`src/rtl/core/tcw_pkg.sv`:
```
package tcw_pkg;

   // Default grid geometry
   localparam int DEF_COLUMNS = 80;
   localparam int DEF_ROWS    = 25;

   // Stream payload widths
   localparam int REQ_DATA_W = 32;
   localparam int REQ_USER_W = 3;
   localparam int RSP_DATA_W = 32;
   localparam int CURSOR_W   = 11;

   // Character and attribute constants
   localparam logic [7:0] NEWLINE_CODE = 8'd10;
   localparam logic [7:0] SPACE_CODE   = 8'd32;
   localparam logic [7:0] ATTR_RESET   = 8'd15;

   // Command codes carried in req_tuser[1:0]
   typedef enum logic [1:0] {
      CMD_PUT   = 2'd0,
      CMD_CLEAR = 2'd1,
      CMD_READ  = 2'd2,
      CMD_NONE  = 2'd3
   } cmd_code_type;

   // Controller to datapath commands
   typedef struct packed {
      logic load;        // capture the request transaction
      logic decode;      // resolve target cell and error
      logic exec;        // write cell, move cursor, arm a sweep
      logic sweep_step;  // one cell of a scroll, clear or reset pass
      logic finish;      // load the response register
   } ctl_cmd_type;

   // Datapath to controller status
   typedef struct packed {
      logic sweep_req;   // valid during exec: a grid pass must follow
      logic sweep_last;  // sweep is on its last cell
   } dp_status_type;

endpackage

```
`src/rtl/core/tcw_ctrl.sv`:
```
module tcw_ctrl (
   input  logic                   clock,
   input  logic                   reset,
   input  logic                   req_tvalid,
   output logic                   req_tready,
   output logic                   rsp_tvalid,
   input  logic                   rsp_tready,
   output tcw_pkg::ctl_cmd_type   ctl_cmd,
   input  tcw_pkg::dp_status_type dp_status
);
   import tcw_pkg::*;

   typedef enum logic [5:0] {
      ST_INIT   = 6'b000001,
      ST_IDLE   = 6'b000010,
      ST_DECODE = 6'b000100,
      ST_EXEC   = 6'b001000,
      ST_SWEEP  = 6'b010000,
      ST_FINISH = 6'b100000
   } state_type;

   state_type state_ff, state_in;
   logic      rsp_valid_ff, rsp_valid_in;
   logic      out_free;

   // Response register is free when empty or being taken this cycle
   assign out_free = !rsp_valid_ff || rsp_tready;

   // Next state and command decode
   always_comb begin
      state_in = state_ff;
      ctl_cmd  = '0;
      unique case (state_ff)
         ST_INIT: begin
            ctl_cmd.sweep_step = 1'b1;
            if (dp_status.sweep_last) state_in = ST_IDLE;
         end
         ST_IDLE: begin
            if (req_tvalid) begin
               ctl_cmd.load = 1'b1;
               state_in     = ST_DECODE;
            end
         end
         ST_DECODE: begin
            ctl_cmd.decode = 1'b1;
            state_in       = ST_EXEC;
         end
         ST_EXEC: begin
            ctl_cmd.exec = 1'b1;
            state_in     = dp_status.sweep_req ? ST_SWEEP : ST_FINISH;
         end
         ST_SWEEP: begin
            ctl_cmd.sweep_step = 1'b1;
            if (dp_status.sweep_last) state_in = ST_FINISH;
         end
         ST_FINISH: begin
            if (out_free) begin
               ctl_cmd.finish = 1'b1;
               state_in       = ST_IDLE;
            end
         end
         default: state_in = ST_INIT;
      endcase
   end

   // Response valid: set on finish, cleared when the transaction is taken
   always_comb begin
      rsp_valid_in = rsp_valid_ff;
      if (ctl_cmd.finish) rsp_valid_in = 1'b1;
      else if (rsp_valid_ff && rsp_tready) rsp_valid_in = 1'b0;
   end

   always_ff @(posedge clock) begin
      if (reset) begin
         state_ff     <= ST_INIT;
         rsp_valid_ff <= 1'b0;
      end else begin
         state_ff     <= state_in;
         rsp_valid_ff <= rsp_valid_in;
      end
   end

   assign req_tready = (state_ff == ST_IDLE);
   assign rsp_tvalid = rsp_valid_ff;

endmodule

```
`config.mk`:
```
export PLATFORM = sky130hd
export DESIGN_NAME = tcw_ctrl
export DESIGN_NICKNAME = d
export VERILOG_FILES = /design/src/rtl/core/tcw_pkg.sv /design/src/rtl/core/tcw_ctrl.sv
export SDC_FILE = /design/constraint.sdc
export NUM_CORES = 1
export LEC_CHECK = 0
export BUFFER_PORTS_ARGS = -buffer_cell sky130_fd_sc_hd__buf_2
export CORE_AREA = 3 3 45 47
export DETAILED_ROUTE_END_ITERATION = 8
export DIE_AREA = 0 0 48 50
export GPL_TIMING_DRIVEN = 0
export PLACE_DENSITY_LB_ADDON = 0.3
export SYNTH_ARGS = -nofsm -noshare
export SYNTH_HDL_FRONTEND = slang
export SYNTH_SLANG_ARGS = --single-unit
```
`constraint.sdc`:
```
create_clock -name clock -period 1.88 [get_ports clock]
set_clock_uncertainty 0.15 [all_clocks]
set_input_delay 0.282 -clock clock [delete_from_list [all_inputs] [get_ports clock]]
set_output_delay 0.282 -clock clock [all_outputs]
set_load 0.02 [all_outputs]
```
== Word level (Yosys, flattened, before mapping) ==
Cells that the tools add are included.

* Register bits after elaboration: 7
* Input bits: 6
* Output and inout port bits: 7
* Word-level logic and storage cells: 33

* Equality and inequality tests: 10
* Muxes and demuxes: 15
* Reductions and logical operators: 6

{| class="wikitable"
|+ Operators with widths
! kind !! count
|-
| $pmux 6 s6 || 1
|-
| $mux 6 || 5
|-
| $mux 1 || 9
|-
| $ne 2x2->1 const B || 4
|-
| $eq 6x1->1 const B || 1
|-
| $eq 6x2->1 const B || 1
|-
| $eq 6x3->1 const B || 1
|-
| $eq 6x4->1 const B || 1
|-
| $eq 6x5->1 const B || 1
|-
| $eq 6x6->1 const B || 1
|-
| $reduce_and 4->1 || 1
|-
| $reduce_bool 2->1 || 1
|-
| $reduce_or 2->1 || 1
|-
| $logic_and 1x1->1 || 1
|-
| $logic_not 1->1 || 1
|-
| $logic_or 1x1->1 || 1
|}

== Depth between registers and ports, before layout ==
* Depth in word-level cells: 5
* Depth in mapped cells: 5
* Gate-level depth less buffers: 4

== Worst setup path after synthesis ==
Ideal clock, no wire load.

* Kind: register -> output
* Start: register state_ff[5]
* End: output port ctl_cmd[2] in the netlist's numbering
* Data arrival time: 1,491 ps
* Required time: 1,448 ps
* Slack: -43 ps
* Stages on the path, launching flop included: 4
* Path buffers: 1
* Path through: dfxtp_1 > buf_6 > or4_4 > nor3b_1

{| class="wikitable"
|+ RTL lines
! element !! line !! text
|-
| start, declared || tcw_ctrl.sv:22 || <nowiki>state_type state_ff, state_in;</nowiki>
|-
| start signal, assigned || tcw_ctrl.sv:78 || <nowiki>state_ff <= state_in;</nowiki>
|-
| end, declared || tcw_ctrl.sv:8 || <nowiki>output tcw_pkg::ctl_cmd_type ctl_cmd,</nowiki>
|}

==> key figures <==
Run
  – Max-cap violations: 0

Placement
  – Gpl congestion: 0.785
  – PortBufs: 12
  – Placement Setup Slack: 134 ps
  – HPWL after DPL: 802 um
  – DP Area: 568 um^2

Timing
  – Slew @ Worst Pin: 291 ps
  – Fin. max-slew vios: 0
  – Max Fclk: 516 MHz
  – Worst setup margin: -57.2 ps
  – Hold Vio Cnt, Final: 0
  – WHS: 130 ps
  – RSZ-0062 raised after global routing: true
  – Crit path time final: 1940 ps
  – Final period utilization: 103%
  – Slew headroom: 80.6%
  – Final setup viols: 1

Yosys
  – Synthesized Nets: 65
  – #FFs+latches synth: 7
  – Syn. warnings: 0
  – Synth Cell Area: 482 um^2
  – Number of flops mapped to enable cells by yosys: 0
  – Gate count after technology mapping: 59
  – Synth cell types: 30
  – Most frequently used flop master after synthesis: dfxtp_1
  – Sequential-to-total area share from yosys stat: 29.1%
  – Fraction of registers with async set/reset: 0%
  – Syn_area_per_cell: 8.16 um^2

Outcome
  – Failing checks: setup timing
  – Status: finished, violations left

Worst setup path
  – Crit Path Category: flip-flop to primary output
  – Critical path arrival: 1510 ps
  – Worst path cell trace: or4_4, nor3b_2, buf_4
  – CP Capture Type: primary output
  – Crit-path max cell delay: 550 ps
  – CP max-delay cell: or4_4
  – Startpoint types: flip-flop
  – CP max FO: 5
  – Worst Path Required: 1450 ps

CTS
  – Num CTS Buffers: 3
  – CTS Buffer Depth: 2
  – Clock Sinks: 7
  – Root buf cell: clkbuf_4
  – Clock latency on the worst-skew pair: 260 ps
  – CTS tree: yes
  – Reg clk slew, reported paths: 50 ps
  – CTS H-tree lvls: 1
  – Cts hold-fix bufs: 0

Drt
  – 1st-pass router iterations: 3
  – Post-Route WL: 1120 um
  – Via count: 469
  – Avg Vias per Cell: 5.10
  – Wire length per cell: 12.2 um
  – DRC errors left: 0
  – Iter 0 DRT Violations: 4
  – Antenna-violating nets left: 0

Global routing
  – GRT Residual Overflow: 0
  – Initial antenna violation count: 0
  – GRT Overall Usage: 10.5%
  – Largest net degree at the start of global routing: 11
  – First-pass GRT wire length: 1790 um
  – Number of global-route vias before repair: 407

Power and ir drop
  – Cell Pwr Density: 1100 nW/um^2
  – Pleak: 0.000255 uW
  – VDD IR max: 0.000548 V

Layout
  – Most common cell after layout, fill and taps aside: buf_2
  – Layout Area Growth over Synthesis: 28.8%
  – Inserted Diodes: 0
  – Layout cells sized above 1: 41.3%
  – Final #Nets: 82
  – Post-layout instance area: 621 um^2
  – Commonest cells after routing, fill and taps aside: buf_2, buf_4, nor2_1

Die
  – Initial Utilization: 28.5%
  – Core area: 1690 um^2
  – IO Pins: 13
  – Die area: 2400 um^2
  – # rows: 15
  – Die W: 48 um
  – Height of the die: 50 um

Min path
  – Hold crit path type: input pin to flip-flop
## critical path: cells and delay by family (launching register included)
family,cells,cell delay [ps]
simple gates,2,740
buf+inv,1,160
flops,1,360
## cell type report
class | instances | area (um^2)
fill | 193 | 1070
clock buffer | 4 | 26.3
multi-input combinational | 45 | 309
sequential | 7 | 149
tap | 17 | 21.3
buffer | 4 | 30.0
timing repair buffer | 15 | 85.1
## routing by layer
metal	vias to the layer above	wire length, um	global-route usage [%]
met3	0	80	6.57
met5	-	0	0
met1	209	548	14.2
met2	12	495	14.5
li1	248	-	-
met4	0	0	1.35
## through the flow
stage,total power [uW],setup TNS (ps),cells,util [%]
finish,680,-57.2,92,36.7
global route,733,-383,92,36.7
CTS,698,-66.1,92,36.4
detailed placement,532,0,88,33.6
global placement,528,0,88,33.6
floorplan,454,0,59,-
## Yosys cell counts (all sizes together) (3+ instances only)
library cell | n | area (um^2)
nand3b | 4 | 30.0
buf | 6 | 43.8
nand3 | 3 | 15.0
nand4 | 3 | 18.8
dfxtp | 7 | 140
nor3 | 5 | 25.0
nor3b | 4 | 30.0
a21oi | 3 | 18.8
nor2 | 6 | 22.5
## registers in the layout, indices dropped and copies added, names as in the netlist
register    count
rsp_tvalid      1
state_ff        6
## final timing paths
kind,start,to,slack [ps],depth (start not counted)
setup / recovery,state_ff[5],ctl_cmd[2],-60,3
hold / removal,reset,state_ff[5],130,2
setup reg to reg,state_ff[5],state_ff[5],250,5
hold reg to reg,state_ff[0],state_ff[0],420,1
## timing repair
action / in CTS / in global routing
endpoints found under the hold margin: 0 / 0
pin swaps: 1 / 2
buffers inserted: 1 / 2
endpoints found under the setup margin: 5 / 6
resized for setup: 5 / 4
cloned: 0 / 0
## report_power, final
group          switching (uW)  internal, uW
registers                55.8           179
clock network            59.7          81.3
logic                     156           147
## logic make-up (layout without fill, tap and decap cells)
logic type | Yosys count | after routing | share of synthesized area [%]
and+or+nand+nor | 34 | 34 | 43.9
AOI/OAI and AO/OA | 9 | 9 | 13.2
DFF | 7 | 7 | 29.1
buffers and inverters | 7 | 23 | 10.1
xor gates and xnor gates | 2 | 2 | 3.64
Power figures use the tool's default switching activity.
